--- src/rtl/assert_macros.svh ---
// Assertion macros shared by the RTL of the wildcard byte pattern search.
// Depends on nothing; simulation builds get the checks, SYNTH builds get nothing.
`ifndef ASSERT_MACROS_SVH
`define ASSERT_MACROS_SVH

`ifndef SYNTH
`define ASSERT_IMPL(label, clk, rst_n, ante, cons) \
  label: assert property (@(posedge clk) disable iff (!(rst_n)) (ante) |-> (cons)) \
    else $error("assertion failed");
`define ASSERT_NEXT(label, clk, rst_n, ante, cons) \
  label: assert property (@(posedge clk) disable iff (!(rst_n)) (ante) |=> (cons)) \
    else $error("assertion failed");
`else
`define ASSERT_IMPL(label, clk, rst_n, ante, cons)
`define ASSERT_NEXT(label, clk, rst_n, ante, cons)
`endif

`endif

--- src/rtl/wbps_pkg.sv ---
// Package of the wildcard byte pattern search: constants, register codes and
// the configuration struct. Depends on nothing.
`timescale 1ns / 1ps
`default_nettype none

package wbps_pkg;

  localparam int MaxPatternDefault = 16;
  localparam int OffsetBitsDefault = 32;
  localparam int CfgDataW          = 64;
  localparam int CfgIdxW           = 2;
  localparam int PatRegBytes       = 16;
  localparam int RawLenW           = 5;
  localparam int OffsetOutW        = 32;

  typedef enum logic [CfgIdxW-1:0] {
    REG_PATTERN_LOW    = 2'd0,
    REG_PATTERN_HIGH   = 2'd1,
    REG_CARE_MASK      = 2'd2,
    REG_PATTERN_LENGTH = 2'd3
  } cfg_reg_e;

  typedef struct packed {
    logic [PatRegBytes-1:0][7:0] pattern;
    logic [PatRegBytes-1:0]      care;
    logic [RawLenW-1:0]          length;
  } cfg_t;

endpackage

`default_nettype wire

--- src/rtl/wbps_cfg_regs.sv ---
// Configuration register file of the wildcard byte pattern search.
// Depends on wbps_pkg for the register codes and the configuration struct.
`timescale 1ns / 1ps
`default_nettype none

module wbps_cfg_regs import wbps_pkg::*; (
  input  wire logic                clk_i,
  input  wire logic                rst_ni,
  input  wire logic                cfg_we_i,
  input  wire logic [CfgIdxW-1:0]  cfg_idx_i,
  input  wire logic [CfgDataW-1:0] cfg_data_i,
  output cfg_t                     cfg_o
);

  logic [CfgDataW-1:0]    pat_lo_q, pat_lo_d;
  logic [CfgDataW-1:0]    pat_hi_q, pat_hi_d;
  logic [PatRegBytes-1:0] care_q, care_d;
  logic [RawLenW-1:0]     len_q, len_d;

  always_comb begin
    pat_lo_d = pat_lo_q;
    pat_hi_d = pat_hi_q;
    care_d   = care_q;
    len_d    = len_q;
    if (cfg_we_i) begin
      unique case (cfg_reg_e'(cfg_idx_i))
        REG_PATTERN_LOW:    pat_lo_d = cfg_data_i;
        REG_PATTERN_HIGH:   pat_hi_d = cfg_data_i;
        REG_CARE_MASK:      care_d   = cfg_data_i[PatRegBytes-1:0];
        REG_PATTERN_LENGTH: len_d    = cfg_data_i[RawLenW-1:0];
      endcase
    end
  end

  always_ff @(posedge clk_i or negedge rst_ni) begin
    if (!rst_ni) begin
      pat_lo_q <= '0;
      pat_hi_q <= '0;
      care_q   <= '1;
      len_q    <= RawLenW'(1);
    end else begin
      pat_lo_q <= pat_lo_d;
      pat_hi_q <= pat_hi_d;
      care_q   <= care_d;
      len_q    <= len_d;
    end
  end

  assign cfg_o.pattern = {pat_hi_q, pat_lo_q};
  assign cfg_o.care    = care_q;
  assign cfg_o.length  = len_q;

endmodule

`default_nettype wire

--- src/rtl/wbps_matcher.sv ---
// Window compare of the wildcard byte pattern search: effective length, fill
// check and the parallel compare of all pattern positions. Depends on wbps_pkg.
`timescale 1ns / 1ps
`default_nettype none

module wbps_matcher import wbps_pkg::*; #(
  parameter  int MAX_PATTERN = MaxPatternDefault,
  localparam int LenW        = $clog2(MAX_PATTERN + 1),
  localparam int IdxW        = $clog2(MAX_PATTERN)
) (
  input  wire cfg_t                         cfg_i,
  input  wire logic [7:0]                   data_i,
  input  wire logic [MAX_PATTERN-2:0][7:0]  window_i,
  input  wire logic [LenW-1:0]              fill_i,
  output logic      [LenW-1:0]              fill_next_o,
  output logic      [LenW-1:0]              len_o,
  output logic                              hit_o
);

  logic [MAX_PATTERN-1:0][7:0] w_all;
  logic [MAX_PATTERN-1:0][7:0] pat_ext;
  logic [MAX_PATTERN-1:0]      care_ext;
  logic                        bytes_ok;

  assign w_all = {window_i, data_i};

  // Position zero is always cared; positions without register bits are wildcards.
  for (genvar p = 0; p < MAX_PATTERN; p++) begin : g_pos
    if (p == 0) begin : g_first
      assign care_ext[p] = 1'b1;
      assign pat_ext[p]  = cfg_i.pattern[0];
    end else if (p < PatRegBytes) begin : g_reg
      assign care_ext[p] = cfg_i.care[p];
      assign pat_ext[p]  = cfg_i.pattern[p];
    end else begin : g_wild
      assign care_ext[p] = 1'b0;
      assign pat_ext[p]  = 8'h00;
    end
  end

  always_comb begin
    if (cfg_i.length == '0) begin
      len_o = LenW'(1);
    end else if (int'(cfg_i.length) > MAX_PATTERN) begin
      len_o = LenW'(MAX_PATTERN);
    end else begin
      len_o = LenW'(cfg_i.length);
    end
  end

  assign fill_next_o = (int'(fill_i) == MAX_PATTERN) ? fill_i : fill_i + LenW'(1);

  always_comb begin
    int idx;
    bytes_ok = 1'b1;
    idx      = 0;
    for (int p = 0; p < MAX_PATTERN; p++) begin
      if (p < int'(len_o)) begin
        idx = int'(len_o) - 1 - p;
        if (care_ext[p] && (w_all[idx[IdxW-1:0]] != pat_ext[p])) begin
          bytes_ok = 1'b0;
        end
      end
    end
  end

  assign hit_o = bytes_ok && (fill_next_o >= len_o);

endmodule

`default_nettype wire

--- src/rtl/wildcard_byte_pattern_search.sv ---
// Top level of the wildcard byte pattern search: input register, region state,
// result register and checks. Depends on wbps_pkg, wbps_cfg_regs, wbps_matcher.
//
// Usage: the region to scan arrives on the input channel one byte per item,
// with last_byte_i marking its final byte. For each region the block returns
// at most one item on the output channel: found with the start offset of the
// lowest matching position, or not-found with offset zero when the region ends
// without a match. After a match the remaining bytes of the region give no item.
// Both channels use valid and stall; an item moves when valid is high and stall
// is low. The configuration port writes the pattern, care mask and length by
// register index and should be used only while no region is in progress.
// A result enters the result register when the byte that decides it leaves
// the input register, which it can do only when the output is free.
// Throughput is one byte per cycle while the receiver does not stall; the window
// compare is one combinational stage between the input and result registers.
// While the receiver stalls with a result pending, one further byte is held in
// the input register and the input is stalled. Reset empties both registers,
// clears the window and restores the default configuration.
`timescale 1ns / 1ps
`default_nettype none
`include "assert_macros.svh"

module wildcard_byte_pattern_search import wbps_pkg::*; #(
  parameter int MAX_PATTERN = MaxPatternDefault,
  parameter int OFFSET_BITS = OffsetBitsDefault
) (
  input  wire logic                  clk_i,
  input  wire logic                  rst_ni,
  input  wire logic                  cfg_we_i,
  input  wire logic [CfgIdxW-1:0]    cfg_idx_i,
  input  wire logic [CfgDataW-1:0]   cfg_data_i,
  input  wire logic                  in_valid_i,
  output logic                       in_stall_o,
  input  wire logic [7:0]            data_byte_i,
  input  wire logic                  last_byte_i,
  output logic                       out_valid_o,
  input  wire logic                  out_stall_i,
  output logic                       found_o,
  output logic [OffsetOutW-1:0]      match_offset_o
);

  localparam int LenW = $clog2(MAX_PATTERN + 1);

  cfg_t cfg;

  logic                        s1_valid_q, s1_valid_d;
  logic [7:0]                  s1_data_q, s1_data_d;
  logic                        s1_last_q, s1_last_d;
  logic                        s1_go;
  logic                        in_take;

  logic [MAX_PATTERN-2:0][7:0] win_q, win_d;
  logic [LenW-1:0]             fill_q, fill_d, fill_next;
  logic [OFFSET_BITS-1:0]      seen_q, seen_d, seen_next, start;
  logic                        reported_q, reported_d;
  logic [LenW-1:0]             len_eff;
  logic                        hit;

  logic                        out_valid_q, out_valid_d;
  logic                        found_q, found_d;
  logic [OffsetOutW-1:0]       offset_q, offset_d;
  logic [OFFSET_BITS+OffsetOutW-1:0] start_ext;

  wbps_cfg_regs u_cfg (
    .clk_i     (clk_i),
    .rst_ni    (rst_ni),
    .cfg_we_i  (cfg_we_i),
    .cfg_idx_i (cfg_idx_i),
    .cfg_data_i(cfg_data_i),
    .cfg_o     (cfg)
  );

  wbps_matcher #(
    .MAX_PATTERN(MAX_PATTERN)
  ) u_matcher (
    .cfg_i      (cfg),
    .data_i     (s1_data_q),
    .window_i   (win_q),
    .fill_i     (fill_q),
    .fill_next_o(fill_next),
    .len_o      (len_eff),
    .hit_o      (hit)
  );

  assign s1_go      = s1_valid_q && (!out_valid_q || !out_stall_i);
  assign in_stall_o = s1_valid_q && !s1_go;
  assign in_take    = in_valid_i && !in_stall_o;

  assign seen_next = seen_q + OFFSET_BITS'(1);
  assign start     = seen_next - OFFSET_BITS'(len_eff);
  assign start_ext = {{OffsetOutW{1'b0}}, start};

  always_comb begin
    s1_valid_d = s1_valid_q;
    s1_data_d  = s1_data_q;
    s1_last_d  = s1_last_q;
    if (in_take) begin
      s1_valid_d = 1'b1;
      s1_data_d  = data_byte_i;
      s1_last_d  = last_byte_i;
    end else if (s1_go) begin
      s1_valid_d = 1'b0;
    end
  end

  always_comb begin
    win_d       = win_q;
    fill_d      = fill_q;
    seen_d      = seen_q;
    reported_d  = reported_q;
    out_valid_d = out_valid_q && out_stall_i;
    found_d     = found_q;
    offset_d    = offset_q;
    if (s1_go) begin
      if (!reported_q) begin
        win_d[0] = s1_data_q;
        for (int k = 1; k < MAX_PATTERN - 1; k++) begin
          win_d[k] = win_q[k-1];
        end
        fill_d = fill_next;
        seen_d = seen_next;
        if (hit) begin
          reported_d  = 1'b1;
          out_valid_d = 1'b1;
          found_d     = 1'b1;
          offset_d    = start_ext[OffsetOutW-1:0];
        end else if (s1_last_q) begin
          out_valid_d = 1'b1;
          found_d     = 1'b0;
          offset_d    = '0;
        end
      end
      if (s1_last_q) begin
        win_d      = '0;
        fill_d     = '0;
        seen_d     = '0;
        reported_d = 1'b0;
      end
    end
  end

  always_ff @(posedge clk_i or negedge rst_ni) begin
    if (!rst_ni) begin
      s1_valid_q  <= 1'b0;
      win_q       <= '0;
      fill_q      <= '0;
      seen_q      <= '0;
      reported_q  <= 1'b0;
      out_valid_q <= 1'b0;
    end else begin
      s1_valid_q  <= s1_valid_d;
      win_q       <= win_d;
      fill_q      <= fill_d;
      seen_q      <= seen_d;
      reported_q  <= reported_d;
      out_valid_q <= out_valid_d;
    end
  end

  always_ff @(posedge clk_i) begin
    s1_data_q <= s1_data_d;
    s1_last_q <= s1_last_d;
    found_q   <= found_d;
    offset_q  <= offset_d;
  end

  assign out_valid_o    = out_valid_q;
  assign found_o        = found_q;
  assign match_offset_o = offset_q;

  `ASSERT_IMPL(a_notfound_zero, clk_i, rst_ni, out_valid_q && !found_q, offset_q == '0)
  `ASSERT_NEXT(a_quiet_after_match, clk_i, rst_ni, s1_go && reported_q, !out_valid_q)
  `ASSERT_NEXT(a_region_end_clears, clk_i, rst_ni, s1_go && s1_last_q,
               fill_q == '0 && seen_q == '0 && !reported_q)
  `ASSERT_IMPL(a_stall_holds_item, clk_i, rst_ni, in_stall_o, s1_valid_q && out_valid_q)

endmodule

`default_nettype wire
--- config.mk ---
export PLATFORM = sky130hd
export DESIGN_NAME = wildcard_byte_pattern_search
export DESIGN_NICKNAME = d
export VERILOG_FILES = /design/src/rtl/wbps_pkg.sv /design/src/rtl/wbps_cfg_regs.sv /design/src/rtl/wbps_matcher.sv /design/src/rtl/wildcard_byte_pattern_search.sv
export VERILOG_INCLUDE_DIRS = /design/src /design/src/rtl
export SDC_FILE = /design/constraint.sdc
export NUM_CORES = 1
export LEC_CHECK = 0
export BUFFER_PORTS_ARGS = -buffer_cell sky130_fd_sc_hd__buf_2
export CAP_MARGIN = 20
export CORE_UTILIZATION = 50
export DETAILED_ROUTE_END_ITERATION = 10
export PLACE_DENSITY_LB_ADDON = 0.05
export SLEW_MARGIN = 40
export SYNTH_ARGS = -nofsm -noshare
export SYNTH_HDL_FRONTEND = slang
export SYNTH_HIERARCHICAL = 1
export SYNTH_SLANG_ARGS = --single-unit
--- constraint.sdc ---
create_clock -name clk_i -period 10.5 [get_ports clk_i]
set_clock_uncertainty 0.2 [all_clocks]
set_input_delay 2.1 -clock clk_i [delete_from_list [all_inputs] [get_ports clk_i]]
set_output_delay 2.1 -clock clk_i [all_outputs]
set_load 0.05 [all_outputs]
==> results.sh <==
export IMPL_die_y_microns=215
export IMPL_dp_cells=2446
export IMPL_grt_pass1_vias=16600
export IMPL_cts_root_buf="clkbuf_16"
export IMPL_final_antenna_net_count=0
export IMPL_core_area_sq_um=44600
export IMPL_initial_utilization_pct=51.1
export IMPL_cp_slowest_cell="and2_1"
export IMPL_syn_nets=1956
export IMPL_cts_buffer_depth=3
export IMPL_path_max_fanout=33
export IMPL_use_met2_pct=46.1
export IMPL_area_growth_pct=10.4
export IMPL_worst_path_buf_inv=4
export IMPL_drt_initial_drc_count=1406
export IMPL_ir_drop_v=0.000141
export IMPL_rsz0062_at_grt="no"
export IMPL_setup_tns_ns=0
export IMPL_fmax_ghz=0.131
export IMPL_power_mw=5.17
export IMPL_maxCapViolations=0
export IMPL_crit_arrival_ns=7.63
export IMPL_syn_area_per_cell_sq_um=12.3
export IMPL_hpwlAfterDp_mm=49.9
export IMPL_seq_power_share_pct=32.5
export IMPL_combPwrFrac_pct=38.2
export IMPL_drv_slew=0
export IMPL_cts_sinks=350
export IMPL_switching_share_pct=36.4
export IMPL_min_period_ns=7.61
export IMPL_max_slew_margin_rel_pct=40.1
export IMPL_p_int_mw=3.29
export IMPL_io_pins=115
export IMPL_synthCells=1855
export IMPL_final_nets=2000
export IMPL_period_share_pct=72.5
export IMPL_dpl_cell_area_sq_um=23700
export IMPL_numCtsBuffers=41
export IMPL_antenna_found_initial=1
export IMPL_grt_total_usage_pct=30.3
export IMPL_status="finished clean"
export IMPL_clk_pin_slew_ns=0.06
export IMPL_routedWlPerCell_microns=27.3
export IMPL_fillers=3753
export IMPL_power_density_nw_per_um2=206
export IMPL_worstHoldPathType="register to register"
export IMPL_dieArea_sq_um=46400
export IMPL_via_per_inst=6.66
export IMPL_post_cts_buffers=0
export IMPL_drc=0
export IMPL_rows=77
export IMPL_final_layout_size_suffix_gt1_share_pct=31.3
export IMPL_grt_max_degree=139
export IMPL_cts_hold_buffers_added=0
export IMPL_start_kind="register"
export IMPL_stdcell_count=2523
export IMPL_syn_area_sq_um=22800
export IMPL_vias=16800
export IMPL_path_delay_family="simple AND/OR/NAND/NOR gates"
export IMPL_worst_slew_pin_slew_ns=0.892
export IMPL_cts_tree="yes"
export IMPL_crit_required_ns=10.52
export IMPL_worstSetupPathType="register to register"
export IMPL_insertion_delay_ns=0.59
export IMPL_htree_num_levels=2
export IMPL_grt_met3_usage_pct=6.72
export IMPL_grt_first_pass_wirelength_mm=107
export IMPL_p_sw_mw=1.88
export IMPL_holdWs_ns=0.317
export IMPL_end_kind="register"
export IMPL_utilization_pct=56.4
export IMPL_num_antenna_cells=0
export IMPL_pre_cts_ws_ns=2.29
export IMPL_io_buffers=114
export IMPL_top_usage_layer="met2"
export IMPL_drt_first_pass_iters=5
export IMPL_p_leak_nw=10.2
export IMPL_met1_usage_pct=41.9
export IMPL_gp_congestion=0.958
export IMPL_cts_resized=0
export IMPL_path_cells="or4_4, nand2_4, inv_4, ha_1, xnor2_2, inv_2, ha_1, o21ai_0, and2_1, mux4_2, xor2_1, nor4_1, nand2_1, a31oi_1, o221ai_1, nor4_4, buf_4, nor2_1, nor3_2, buf_4"
export IMPL_die_width_microns=215
export IMPL_stdcell_area_sq_um=25200
export IMPL_slowest_delay_ns=0.71
export IMPL_wl_mm=68.9
export IMPL_fin_ws_ns=2.89
export IMPL_finalHoldViolCount=0
export IMPL_synth_warnings=6
export IMPL_grt_overflow_total=0
export IMPL_clockPowerShare_pct=29.3
export IMPL_setup_violations=0
-- worst register-to-register path, delay by kind of cell (launching register included) --
kind	cells	cell delay, ns
and+or+nand+nor	8	2.67
adders and majority gates	2	0.61
DFF	1	0.60
buffers and inverters	4	1.27
muxes	1	0.60
AOI/OAI and AO/OA	3	0.64
xor gates and xnor gates	2	0.63
-- path summary, 6_finish.rpt --
path / start / end / slack [ns] / depth (start not counted)
max: u_cfg/len_q[4]$_DFFE_PN0P_ / match_offset_o[28]$_SDFFCE_PN0P_ / 2.89 / 20
max reg2reg: u_cfg/len_q[4]$_DFFE_PN0P_ / match_offset_o[28]$_SDFFCE_PN0P_ / 2.89 / 20
min reg2reg: seen_q[31]$_DFFE_PN0P_ / seen_q[31]$_DFFE_PN0P_ / 0.32 / 2
min: seen_q[31]$_DFFE_PN0P_ / seen_q[31]$_DFFE_PN0P_ / 0.32 / 2
min in group asynchronous: rst_ni / u_cfg/pat_lo_q[18]$_DFFE_PN0P_ / 1.34 / 1
max in group asynchronous: rst_ni / win_q[110]$_DFFE_PN0P_ / 7.45 / 3
-- power by group through the flow --
stage | combinational [mW] | clock (mW) | sequential (mW)
after global placement | 1.92 | 0 | 1.70
final | 1.98 | 1.51 | 1.68
after CTS | 1.95 | 1.54 | 1.68
after floorplan | 1.50 | 0 | 1.66
after global routing | 2.12 | 1.59 | 1.70
after detailed placement | 1.95 | 0 | 1.70
-- flip-flops by register name, indices dropped and copies added (netlist names), 5 cells and up --
register / cells
match_offset_o: 32
win_q: 120
s1_data_q: 8
fill_q: 5
u_cfg/pat_hi_q: 64
u_cfg/care_q: 15
u_cfg/pat_lo_q: 64
u_cfg/len_q: 5
seen_q: 32
-- placed cells by master (no fill, tap or decap), types with 61 or more instances in the layout --
master,count
a22o_1,129
buf_2,113
dfrtp_1,292
mux2_2,145
mux4_2,190
nand2_1,92
nand3_1,68
nor2_1,61
xnor2_1,97
xor2_1,77
-- layout make-up --
cell class / instances / area [sq um] / share of cell area [%]
clock buffers: 59 / 1220 / 4.83
well taps: 592 / 741 / 2.94
inverters: 52 / 200 / 0.796
clock inverters: 16 / 196 / 0.781
repair buffers: 138 / 827 / 3.29
multi-input cells: 1316 / 13000 / 51.6
flip-flops and latches: 350 / 8990 / 35.7
-- routing by layer --
layer	wire length, microns	share of wire [%]
met1	29000	42
met2	31300	45
met3	5520	8.0
met4	3070	4.5
met5	19	0.028
No activity file was read; power rests on OpenSTA's default activity.
